$ cat config.mk
export PLATFORM = sky130hd
export DESIGN_NAME = json_value_validator_top
export DESIGN_NICKNAME = d
export VERILOG_FILES = /design/src/design/jvv_pkg.sv /design/src/design/jvv_front.sv /design/src/design/jvv_back.sv /design/src/design/json_value_validator_top.sv
export VERILOG_INCLUDE_DIRS = /design/src /design/src/design
export SDC_FILE = /design/constraint.sdc
export NUM_CORES = 1
export LEC_CHECK = 0
export ABC_AREA = 1
export BUFFER_PORTS_ARGS = -buffer_cell sky130_fd_sc_hd__buf_2
export CAP_MARGIN = 5
export CORE_MARGIN = 2
export CORE_UTILIZATION = 59
export DETAILED_ROUTE_END_ITERATION = 10
export PLACE_DENSITY = 0.8
export SLEW_MARGIN = 30
export SYNTH_ARGS = -nofsm -noshare
export SYNTH_HDL_FRONTEND = slang
export SYNTH_SLANG_ARGS = --single-unit
$ cat constraint.sdc
create_clock -name clk -period 4.3 [get_ports clk]
set_input_delay 1.29 -clock clk [delete_from_list [all_inputs] [get_ports clk]]
set_output_delay 1.29 -clock clk [all_outputs]
set_load 0.05 [all_outputs]
$ cat src/design/json_value_validator_top_macros.svh
// Assertion macros for the JSON value validator.
// No dependencies; included by the modules that assert.
`ifndef JSON_VALUE_VALIDATOR_TOP_MACROS_SVH
`define JSON_VALUE_VALIDATOR_TOP_MACROS_SVH
`ifndef SYNTHESIS
`define JVV_ASSERT_IMP(lbl, clk, rst_n, a, b, msg) \
	lbl: assert property (@(posedge clk) disable iff (!rst_n) (a) |-> (b)) else $error(msg);
`define JVV_ASSERT_NXT(lbl, clk, rst_n, a, b, msg) \
	lbl: assert property (@(posedge clk) disable iff (!rst_n) (a) |=> (b)) else $error(msg);
`else
`define JVV_ASSERT_IMP(lbl, clk, rst_n, a, b, msg)
`define JVV_ASSERT_NXT(lbl, clk, rst_n, a, b, msg)
`endif
`endif

$ cat src/design/jvv_pkg.sv
// Shared types and constants for the JSON value validator.
// No dependencies.
`default_nettype none
package jvv_pkg;
	localparam int NEST_LIMIT_DEF     = 32;
	localparam int MAX_TEXT_BYTES_DEF = 1048576;
	localparam int OFF_W              = 21;
	localparam int FIFO_DEPTH         = 4;

	typedef enum logic [4:0] {
		PH_VALUE, PH_ARR_FIRST, PH_OBJ_FIRST, PH_KEY, PH_COLON, PH_AFTER, PH_END,
		PH_STRV, PH_ESCV, PH_HEXV, PH_STRK, PH_ESCK, PH_HEXK, PH_LIT,
		PH_NSIGN, PH_NZERO, PH_NINT, PH_NDOT, PH_NFRAC, PH_NEXP, PH_NESIGN, PH_NEXPD
	} phase_t;

	// classified byte, front to back
	typedef struct packed {
		logic [7:0] ch;
		logic       last;
		logic       is_ws;
		logic       is_dig;
		logic       is_hex;
		logic       is_esc;
	} cls_t;

	function automatic logic [7:0] lit_char(input logic [1:0] kind, input logic [2:0] pos);
		logic [7:0] r;
		r = 8'h00;
		case (kind)
			2'd0: case (pos)
				3'd0: r = "t"; 3'd1: r = "r"; 3'd2: r = "u"; 3'd3: r = "e"; default: r = 8'h00;
			endcase
			2'd1: case (pos)
				3'd0: r = "n"; 3'd1: r = "u"; 3'd2: r = "l"; 3'd3: r = "l"; default: r = 8'h00;
			endcase
			2'd2: case (pos)
				3'd0: r = "f"; 3'd1: r = "a"; 3'd2: r = "l"; 3'd3: r = "s"; 3'd4: r = "e";
				default: r = 8'h00;
			endcase
			default: r = 8'h00;
		endcase
		return r;
	endfunction
endpackage
`default_nettype wire

$ cat src/design/jvv_front.sv
// Front: accepts bytes and classifies them into a short queue.
// Depends on jvv_pkg.
`default_nettype none
module jvv_front import jvv_pkg::*; (
	input  wire logic       clk,
	input  wire logic       arst_n,
	input  wire logic [7:0] text_byte,
	input  wire logic       last,
	input  wire logic       push,
	output logic            full,
	output logic            q_valid,
	output cls_t            q_data,
	input  wire logic       q_take
);
	localparam int AW = $clog2(FIFO_DEPTH);
	cls_t          mem_q [FIFO_DEPTH];
	logic [AW-1:0] wr_q, rd_q;
	logic [AW:0]   cnt_q;
	cls_t          c;
	logic          wr, rd;

	always_comb begin
		c.ch     = text_byte;
		c.last   = last;
		c.is_ws  = (text_byte >= 8'd9 && text_byte <= 8'd13) || text_byte == 8'd32;
		c.is_dig = text_byte >= "0" && text_byte <= "9";
		c.is_hex = c.is_dig || (text_byte >= "a" && text_byte <= "f")
			|| (text_byte >= "A" && text_byte <= "F");
		c.is_esc = text_byte == "\"" || text_byte == "\\" || text_byte == "/"
			|| text_byte == "b" || text_byte == "f" || text_byte == "n"
			|| text_byte == "r" || text_byte == "t";
	end

	assign full    = cnt_q == (AW+1)'(FIFO_DEPTH);
	assign q_valid = cnt_q != '0;
	assign q_data  = mem_q[rd_q];
	assign wr      = push && !full;
	assign rd      = q_take && q_valid;

	always_ff @(posedge clk) begin
		if (wr) mem_q[wr_q] <= c;
	end

	always_ff @(posedge clk or negedge arst_n) begin
		if (!arst_n) begin
			wr_q <= '0; rd_q <= '0; cnt_q <= '0;
		end else begin
			if (wr) wr_q <= wr_q + 1'b1;
			if (rd) rd_q <= rd_q + 1'b1;
			cnt_q <= cnt_q + (AW+1)'(wr) - (AW+1)'(rd);
		end
	end
endmodule
`default_nettype wire

$ cat src/design/jvv_back.sv
// Back: parser state machine, nesting stack and result register.
// Depends on jvv_pkg and the assertion macros header.
`default_nettype none
`include "json_value_validator_top_macros.svh"
module jvv_back import jvv_pkg::*; #(
	parameter int NEST_LIMIT     = NEST_LIMIT_DEF,
	parameter int MAX_TEXT_BYTES = MAX_TEXT_BYTES_DEF
) (
	input  wire logic       clk,
	input  wire logic       arst_n,
	input  wire logic       q_valid,
	input  cls_t            q_data,
	output logic            q_take,
	output logic            empty,
	input  wire logic       pop,
	output logic            valid_res,
	output logic [OFF_W-1:0] stop_offset
);
	localparam int SD = NEST_LIMIT + 1;
	localparam int DW = $clog2(NEST_LIMIT + 2);
	localparam int CW = $clog2(MAX_TEXT_BYTES + 1);

	logic [SD-1:0] stk_q;
	logic [DW-1:0] dep_q;
	phase_t        ph_q;
	logic [1:0]    lk_q;
	logic [2:0]    lp_q;
	logic [2:0]    hx_q;
	logic [CW-1:0] bc_q, fa_q;
	logic          ff_q, te_q;
	logic          rv_q, rres_q;
	logic [OFF_W-1:0] roff_q;

	logic [SD-1:0] stk_d;
	logic [DW-1:0] dep_d;
	phase_t        ph_d;
	logic [1:0]    lk_d;
	logic [2:0]    lp_d, hx_d;
	logic          fail, act, deep, top_obj, numend, vld;
	phase_t        p2;
	logic [7:0]    ch;

	assign q_take = q_valid && (!rv_q || pop);
	assign empty  = !rv_q;
	assign valid_res   = rres_q;
	assign stop_offset = roff_q;
	assign ch   = q_data.ch;
	assign act  = q_take && !te_q && !ff_q && ch != 8'h00;
	assign deep = dep_q > DW'(NEST_LIMIT);
	assign top_obj = dep_q != '0 && !(dep_q - 1'b1 > DW'(NEST_LIMIT)) && stk_q[dep_q - 1'b1];

	function automatic phase_t done_ph(input logic [DW-1:0] d);
		return (d != '0) ? PH_AFTER : PH_END;
	endfunction

	always_comb begin
		stk_d = stk_q; dep_d = dep_q; lk_d = lk_q; lp_d = lp_q; hx_d = hx_q;
		fail = 1'b0; numend = 1'b0;
		// number terminators re-handle the byte in the done phase
		p2 = ph_q;
		case (ph_q)
			PH_NZERO, PH_NINT: if (!(ph_q == PH_NINT && q_data.is_dig) && ch != "."
				&& ch != "e" && ch != "E") numend = 1'b1;
			PH_NFRAC: if (!q_data.is_dig && ch != "e" && ch != "E") numend = 1'b1;
			PH_NEXPD: if (!q_data.is_dig) numend = 1'b1;
			default: ;
		endcase
		if (numend) p2 = done_ph(dep_q);
		ph_d = p2;
		case (p2)
			PH_VALUE, PH_ARR_FIRST: begin
				if (q_data.is_ws) ;
				else if (p2 == PH_ARR_FIRST && ch == "]") begin
					if (dep_q != '0) dep_d = dep_q - 1'b1;
					ph_d = done_ph(dep_d);
				end else if (deep) fail = 1'b1;
				else if (ch == "\"") ph_d = PH_STRV;
				else if (ch == "{" || ch == "[") begin
					stk_d[dep_q[DW-1:0]] = ch == "{";
					dep_d = dep_q + 1'b1;
					ph_d = (ch == "{") ? PH_OBJ_FIRST : PH_ARR_FIRST;
				end else if (ch == "t") begin lk_d = 2'd0; lp_d = 3'd1; ph_d = PH_LIT; end
				else if (ch == "n") begin lk_d = 2'd1; lp_d = 3'd1; ph_d = PH_LIT; end
				else if (ch == "f") begin lk_d = 2'd2; lp_d = 3'd1; ph_d = PH_LIT; end
				else if (ch == "-") ph_d = PH_NSIGN;
				else if (ch == "0") ph_d = PH_NZERO;
				else if (q_data.is_dig) ph_d = PH_NINT;
				else fail = 1'b1;
			end
			PH_OBJ_FIRST, PH_KEY: begin
				if (q_data.is_ws) ;
				else if (p2 == PH_OBJ_FIRST && ch == "}") begin
					if (dep_q != '0) dep_d = dep_q - 1'b1;
					ph_d = done_ph(dep_d);
				end else if (deep || ch != "\"") fail = 1'b1;
				else ph_d = PH_STRK;
			end
			PH_COLON: if (!q_data.is_ws) begin
				if (ch == ":") ph_d = PH_VALUE; else fail = 1'b1;
			end
			PH_AFTER: if (!q_data.is_ws) begin
				if (ch == ",") ph_d = top_obj ? PH_KEY : PH_VALUE;
				else if (ch == (top_obj ? 8'h7d : 8'h5d)) begin
					if (dep_q != '0) dep_d = dep_q - 1'b1;
					ph_d = done_ph(dep_d);
				end else fail = 1'b1;
			end
			PH_END: if (!q_data.is_ws) fail = 1'b1;
			PH_STRV, PH_STRK: begin
				if (ch == "\"") ph_d = (p2 == PH_STRK) ? PH_COLON : done_ph(dep_q);
				else if (ch == "\\") ph_d = (p2 == PH_STRK) ? PH_ESCK : PH_ESCV;
				else if (ch < 8'd32) fail = 1'b1;
			end
			PH_ESCV, PH_ESCK: begin
				if (ch == "u") begin
					hx_d = 3'd4; ph_d = (p2 == PH_ESCK) ? PH_HEXK : PH_HEXV;
				end else if (!q_data.is_esc) fail = 1'b1;
				else ph_d = (p2 == PH_ESCK) ? PH_STRK : PH_STRV;
			end
			PH_HEXV, PH_HEXK: begin
				if (!q_data.is_hex) fail = 1'b1;
				else begin
					if (hx_q != '0) hx_d = hx_q - 1'b1;
					if (hx_d == '0) ph_d = (p2 == PH_HEXK) ? PH_STRK : PH_STRV;
				end
			end
			PH_LIT: begin
				if (lk_q > 2'd2 || lp_q >= ((lk_q == 2'd2) ? 3'd5 : 3'd4)
					|| ch != lit_char(lk_q, lp_q)) fail = 1'b1;
				else if (lp_q + 1'b1 == ((lk_q == 2'd2) ? 3'd5 : 3'd4)) begin
					lk_d = 2'd0; lp_d = 3'd0; ph_d = done_ph(dep_q);
				end else lp_d = lp_q + 1'b1;
			end
			PH_NSIGN: begin
				if (ch == "0") ph_d = PH_NZERO;
				else if (q_data.is_dig) ph_d = PH_NINT;
				else fail = 1'b1;
			end
			PH_NZERO, PH_NINT: begin
				if (ch == ".") ph_d = PH_NDOT;
				else if (ch == "e" || ch == "E") ph_d = PH_NEXP;
			end
			PH_NDOT: if (q_data.is_dig) ph_d = PH_NFRAC; else fail = 1'b1;
			PH_NFRAC: if (ch == "e" || ch == "E") ph_d = PH_NEXP;
			PH_NEXP: begin
				if (ch == "+" || ch == "-") ph_d = PH_NESIGN;
				else if (q_data.is_dig) ph_d = PH_NEXPD;
				else fail = 1'b1;
			end
			PH_NESIGN: if (q_data.is_dig) ph_d = PH_NEXPD; else fail = 1'b1;
			PH_NEXPD: ;
			default: fail = 1'b1;
		endcase
		vld = ph_q == PH_END || (dep_q == '0 && (ph_q == PH_NZERO || ph_q == PH_NINT
			|| ph_q == PH_NFRAC || ph_q == PH_NEXPD));
	end

	logic          ff_n;
	logic [CW-1:0] fa_n, bc_n;
	logic          v_n;
	always_comb begin
		ff_n = ff_q; fa_n = fa_q; bc_n = bc_q;
		if (act) begin
			if (bc_q < CW'(MAX_TEXT_BYTES)) bc_n = bc_q + 1'b1;
			if (fail) begin ff_n = 1'b1; fa_n = bc_q; end
		end
		// verdict from state after this byte
		v_n = !ff_n && (act ? (ph_d == PH_END || (dep_d == '0 && (ph_d == PH_NZERO
			|| ph_d == PH_NINT || ph_d == PH_NFRAC || ph_d == PH_NEXPD))) : vld);
	end

	always_ff @(posedge clk or negedge arst_n) begin
		if (!arst_n) begin
			stk_q <= '0; dep_q <= '0; ph_q <= PH_VALUE; lk_q <= '0; lp_q <= '0; hx_q <= '0;
			bc_q <= '0; fa_q <= '0; ff_q <= 1'b0; te_q <= 1'b0; rv_q <= 1'b0;
		end else begin
			if (rv_q && pop) rv_q <= 1'b0;
			if (q_take) begin
				if (q_data.last) begin
					stk_q <= '0; dep_q <= '0; ph_q <= PH_VALUE; lk_q <= '0; lp_q <= '0;
					hx_q <= '0; bc_q <= '0; fa_q <= '0; ff_q <= 1'b0; te_q <= 1'b0;
					rv_q <= 1'b1;
				end else begin
					if (!te_q && !ff_q && ch == 8'h00) te_q <= 1'b1;
					if (act) begin
						stk_q <= stk_d; dep_q <= dep_d; ph_q <= ph_d; lk_q <= lk_d;
						lp_q <= lp_d; hx_q <= hx_d;
					end
					bc_q <= bc_n; fa_q <= fa_n; ff_q <= ff_n;
				end
			end
		end
	end

	always_ff @(posedge clk) begin
		if (q_take && q_data.last) begin
			rres_q <= v_n;
			roff_q <= OFF_W'(ff_n ? fa_n : bc_n);
		end
	end

	`JVV_ASSERT_IMP(a_dep_bound, clk, arst_n, 1'b1, dep_q <= DW'(NEST_LIMIT + 1), "depth overflow")
	`JVV_ASSERT_IMP(a_fail_pos, clk, arst_n, ff_q, fa_q < bc_q || bc_q == CW'(MAX_TEXT_BYTES), "fail index past count")
	`JVV_ASSERT_NXT(a_res_load, clk, arst_n, q_take && q_data.last, !empty, "result not loaded")
	`JVV_ASSERT_IMP(a_no_take, clk, arst_n, !empty && !pop, !q_take, "took item over held result")
endmodule
`default_nettype wire

$ cat src/design/json_value_validator_top.sv
// Top level of the JSON value validator.
// Depends on jvv_pkg, jvv_front and jvv_back.
//
// Checks that a byte stream is exactly one JSON value with optional whitespace around it.
// One byte is taken per cycle while full is low; a front stage classifies each byte
// into a four-entry queue, and the back parser consumes one queued byte per cycle unless
// stalled. A result is delivered on the byte marked last; the parser then returns to its
// start state. The parser takes a queued byte only while the result register is free or
// being popped in the same cycle, so an unpopped result stalls the parser; the queue
// then absorbs up to four bytes before full rises. With an empty queue and a free result
// register, the last byte passes a queue entry and then the result register. A zero byte
// ends the text; bytes after it or after a fault are ignored until last. stop_offset gives
// the offending byte index or text length and saturates at MAX_TEXT_BYTES.
`default_nettype none
module json_value_validator_top import jvv_pkg::*; #(
	parameter int NEST_LIMIT     = NEST_LIMIT_DEF,
	parameter int MAX_TEXT_BYTES = MAX_TEXT_BYTES_DEF
) (
	input  wire logic             clk,
	input  wire logic             arst_n,
	input  wire logic [7:0]       text_byte,
	input  wire logic             last,
	input  wire logic             push,
	output logic                  full,
	output logic                  empty,
	input  wire logic             pop,
	output logic                  valid_res,
	output logic [OFF_W-1:0]      stop_offset
);
	logic q_valid, q_take;
	cls_t q_data;

	jvv_front u_front (
		.clk, .arst_n, .text_byte, .last, .push, .full,
		.q_valid, .q_data, .q_take
	);

	jvv_back #(.NEST_LIMIT(NEST_LIMIT), .MAX_TEXT_BYTES(MAX_TEXT_BYTES)) u_back (
		.clk, .arst_n, .q_valid, .q_data, .q_take, .empty, .pop, .valid_res, .stop_offset
	);
endmodule
`default_nettype wire
Word level (Yosys, flattened, before mapping):

Memory sizes are Yosys's and may differ from the RTL's.
Cells that the tools add are included.

* logic and storage cells: 401
* output and inout port bits: 24
* memories: 1
* memory bits (writable): 52
* bits in registers: 126

Memory list
* u_front.mem_q: words 4, bits a word 13, read ports 1, clocked after memory_dff 0, write ports 1, RTL line jvv_front.sv:16 `cls_t mem_q [FIFO_DEPTH];`

* $add $sub $neg: 9
* equal/unequal tests: 86
* reduce and logical (&&, ||, !) cells: 97
* multiplexer cells: 175
* order comparisons: 17

Operators by type and width (count)
* 33-bit two-way mux: 8
* 5-bit two-way mux: 36
* 21-bit two-way mux: 7
* 6-bit two-way mux: 24
* 8-bit by 7-bit equality test with 1-bit output, second input constant: 17
* 8-bit by 6-bit equality test with 1-bit output, second input constant: 10
* 5-bit case mux with 14 select lines: 1
* 5-bit equality test, second input constant: 12
* 3-bit two-way mux: 20
* 5-bit by 4-bit equality test with 1-bit output, second input constant: 10
* 1-bit two-way mux: 44
* 2-bit two-way mux: 19
* 7-bit case mux with 5 select lines: 1
* 33-bit bitwise mux: 1
* 5-bit by 3-bit equality test with 1-bit output, second input constant: 6
* 1-bit logical AND: 28
* 7-bit case mux with 4 select lines: 1
* 1-bit logical OR: 25
* 8-bit case mux with 3 select lines: 1
* 6-bit nonzero test: 4
* 21-bit by 1-bit adder with 21-bit output, second input constant: 1
* 21-bit < comparator, second input constant: 1
* 7-bit case mux with 3 select lines: 1
* 3-bit by 2-bit inequality test with 1-bit output, second input constant: 6
* 59 further kinds: 100

Depth between registers and ports, before layout:

* depth after elaboration: 29
* mapped depth: 31
* mapped depth without buffers: 29

Cells and area by module:

A second synthesis with hierarchy kept.

* cell total of the unflattened synthesis: 1670
* area total of the unflattened synthesis: 11977.7 um^2

By module, submodules not included
* jvv_back: cells each 1454, instances 1, sequential area each 3088.0 um^2, area an instance 9432.8 um^2
* jvv_front: cells each 216, instances 1, sequential area each 1736.7 um^2, area an instance 2544.9 um^2

Worst setup path before layout:

No wires, ideal clock.

* path kind: input-to-reg
* start: in pop
* end: reg u_back.roff_q[14] (netlist: u_back.stop_offset[14]) (data pin)
* setup slack: 357 ps
* path buffers: 0
* arrival time: 3686 ps
* required time: 4043 ps
* stages on the path: 19
* cell sequence: nor2_1 a31oi_2 inv_1 nor3_1 nand2_1 nor2_1 inv_1 nor2_1 inv_1 nor2_1 inv_1 nor2_1 inv_1 nor4_1 nand3_1 xor2_1 inv_1 nand2_1 o21ai_1

* longest elaborated chain between the ends: 7
* elaborated cells on any way between the ends: 9
* classes of those cells: mux (4); reduce/logical (5)

Ends and longest elaborated chain
* start, declared: RTL line json_value_validator_top.sv:26 `input wire logic pop,`
* 1-bit logical OR *: RTL line jvv_back.sv:43 `assign q_take = q_valid && (!rv_q || pop);`
* 1-bit logical AND *: RTL line jvv_back.sv:43
* 1-bit logical AND * (3 in series): RTL line jvv_back.sv:48 `assign act = q_take && !te_q && !ff_q && ch != 8'h00;`
* 21-bit two-way mux / 1-bit two-way mux (equally long branches): RTL line jvv_back.sv:163 `if (act) begin`
* 21-bit two-way mux *: RTL line jvv_back.sv:198 `roff_q <= OFF_W'(ff_n ? fa_n : bc_n);`
* end signal, assigned: RTL line jvv_back.sv:198
* end, declared: RTL line jvv_back.sv:32 `logic [OFF_W-1:0] roff_q;`

Every way passes the cells marked *; elsewhere a longest branch is shown, timed or not.
A chain may end at the register's enable or synchronous reset.

Worst setup path after layout:

* start: reg u_front.rd_q[0]
* end: reg u_back.rres_q (netlist: u_back.valid_res) (data pin)

* longest elaborated chain between the ends: 29
* elaborated cells on any way between the ends: 172
* classes of those cells: order compare (1); eq/ne (50); mux (86); reduce/logical (34); memory (1)

Ends and longest elaborated chain
* start, declared: RTL line jvv_front.sv:17 `logic [AW-1:0] wr_q, rd_q;`
* start signal, assigned: RTL line jvv_front.sv:49 `if (rd) rd_q <= rd_q + 1'b1;`
* memory 4 x 13 bit *
* parallel branches: the longest is 27 deep, another holds 8-bit by 6-bit inequality test with 1-bit output
* 1-bit logical AND *: RTL line jvv_back.sv:168 `v_n = !ff_n && (act ? (ph_d == PH_END || (dep_d == '0 && (ph_d == PH_NZERO`
* via u_back.v_n: RTL line jvv_back.sv:160 `logic v_n;`
* end signal, assigned: RTL line jvv_back.sv:197 `rres_q <= v_n;`
* end, declared: RTL line jvv_back.sv:31 `logic rv_q, rres_q;`

Mark *: on every way through the listed nets, which the timed path passes.

==> results.cfg <==
[yosys]
syn_nets = 1627
synth_top_cell_by_area = dfrtp_1
yosysMostFrequentCell = nand2_1
synthesis.area_sq_um = 11800
syn_inst = 1594
async_flop_share_pct = 58.4
synthDistinctLibCells = 53
synth_top_area_share_pct = 22.1
synth_flop_cell = dfrtp_1
ys_warn_count = 0
ys_ff_latch = 178
synth_edf_count = 74
seq_area_frac_synth_pct = 40.9
synth_area_leaders = dfrtp_1, edfxtp_1, nand2_1
ys_top_cells_by_count = nand2_1, inv_1, nor2_1
syn_area_per_cell_sq_um = 7.40

[timing]
tightest_slew_ps = 989
timing.hold.ws_ps = 497
slew_headroom_pct = 33.9
clock.fmax_ghz = 0.245
rsz0062_at_grt = true
setup_viol = 0
setup_tns_ps = 0
layout_min_cycle_time_ps = 4090
skew_ps = 17.8
maxSlewViolCount = 0
hold_viol_final = 0
period_share_pct = 95.0

[critical_path]
path_class = reg -> reg
end_kind = flip-flop
start_kind = flip-flop
crit_required_ps = 4570
worst-path-max-fanout = 29
cp.arrival_ps = 4360

[layout]
postLayoutCellArea_sq_um = 13100
final_layout_size_suffix_gt1_share_pct = 11.3
antenna_cells = 0
final_nets = 1679
syn_to_final_growth_pct = 11.4

[route]
drt_iter0_markers = 1211
ant_nets = 0
routed_wl_um = 34900
drt_drc_violations_left = 0
first_pass_iters = 6
routedWlPerCell_um = 18.1
drt-vias-per-instance = 5.99
num_vias = 11500

[die]
io_pins = 37
core_sq_um = 19500
num_rows = 51
die_y_um = 145
start_util_pct = 60.4
die_area_sq_um = 21100
die_w_um = 145

[place]
place_area_sq_um = 12400
port_buffers = 36
dp_hpwl_um = 24400
gp_congestion = 1.02

[clocking]
clk_latency_ps = 450
clk_pin_slew_ps = 80
clkSinkCount = 178
cts_buffers = 17
cts.root.buffer_cell = clkbuf_16
cts_hold_buf = 0
clock_path_buffers = 2
cts_tree = built
h-tree-depth = 4

[worst_hold_path]
hold_path_class = reg -> reg

[outcome]
status = finished clean

[grt]
grt_pass1_vias = 10800
grtUsageTotal_pct = 32.9
gr-total-overflow = 0
antenna_found_initial = 0
grt_max_degree = 47
grt_pass1_wl_um = 56000

[job]
drv_cap = 0
[timing repair]
item	CTS	global route
buffers inserted	0	2
endpoints found under the setup margin	0	63
resized for setup	0	18
[state kept, by name, indices dropped and copies added, names as in the netlist]
name                flops
u_front.mem_q          52
u_back.stk_q           33
u_back.bc_q            21
u_back.fa_q            21
u_back.stop_offset     21
u_back.dep_q            6
u_back.ph_q             5
u_back.hx_q             3
u_back.lp_q             3
u_front.cnt_q           3
u_back.lk_q             2
u_front.rd_q            2
u_front.wr_q            2
u_back.ff_q             1
u_back.rv_q             1
u_back.te_q             1
u_back.valid_res        1
[worst max-delay path, stage by stage (launching register included)]
cell and delay (ps):
dfrtp_2 470, buf_6 200, nand2_1 80, nand3_1 80
nand2_1 90, inv_1 100, nand2_1 80, nor2_1 180
nand2_2 130, nand3_4 210, nand3_4 170, clkinv_1 160
nand2_2 140, nor2_4 220, nand3_4 170, inv_2 150
o31ai_1 90, o21ai_1 190, buf_4 170, nand3_2 130
a21oi_4 200, buf_12 190, nand2_1 100, a21oi_1 180
[placed cells by master, fill, tap and decap left out, drive strengths merged, types with 2 or more instances in the layout]
cell type and instances:
clkinvlp 2, o41ai 2, o21ai 163, nor4 3
o31ai 35, o21a 2, nand4 35, nand3 144
and3 2, o211ai 10, buf 85, a21oi 65
nor3 23, o32ai 3, xor2 28, clkinv 12
nand3b 2, a32oi 4, dfrtp 104, nand2 423
ha 19, clkbuf 17, inv 211, nor2 147
a22o 2, xnor2 3, edfxtp 74, a31oi 5
o22ai 26
[per-layer routing]
metal  track usage [%]  routed length (um)  vias up
li1                  -                   -     5461
met4              13.3                1200        0
met5                 0                   0        -
met2              51.9               16100      610
met3              4.98                2810       98
met1              46.0               14800     5362
[per-stage QoR]
| stage | util (%) | setup WS, ps | std cells |
|---|---|---|---|
| final | 67.3 | 213 | 1924 |
| after global routing | 67.3 | -10.5 | 1924 |
| after CTS | 66.9 | 178 | 1922 |
| after detailed placement | 63.7 | 181 | 1890 |
| after global placement | 63.7 | 293 | 1890 |
| after floorplan | - | 357 | 1594 |
[kinds of logic after synthesis]
logic type / share of synthesized area [%]
xor gates and xnor gates: 2.30
AOI/OAI and AO/OA: 15.9
buffers and inverters: 8.88
adders and majority gates: 2.19
and+or+nand+nor: 29.8
DFF: 40.9
[final cells by class]
class / count / area [sq um]
Multi-Input combinational cell: 1154 / 5970
Timing Repair Buffer: 85 / 592
Fill cell: 1682 / 6390
Tap cell: 265 / 332
Sequential cell: 178 / 4830
Inverter: 210 / 802
Clock buffer: 17 / 425
Clock inverter: 15 / 188
[final timing paths]
path                            startpoint               end  slack (ps)  cells past startpoint
min                         u_back.fa_q[9]    u_back.fa_q[9]         500                      2
min reg2reg                 u_back.fa_q[9]    u_back.fa_q[9]         500                      2
max reg2reg                u_front.rd_q[0]  u_back.valid_res         210                     23
min in group asynchronous           arst_n    u_back.lp_q[2]         890                      1
max                        u_front.rd_q[0]  u_back.valid_res         210                     23
max in group asynchronous           arst_n    u_back.fa_q[2]        2590                      2
Power is not shown: default switching activity piles up to over one toggle a cycle in this logic, so the estimate is an artifact.
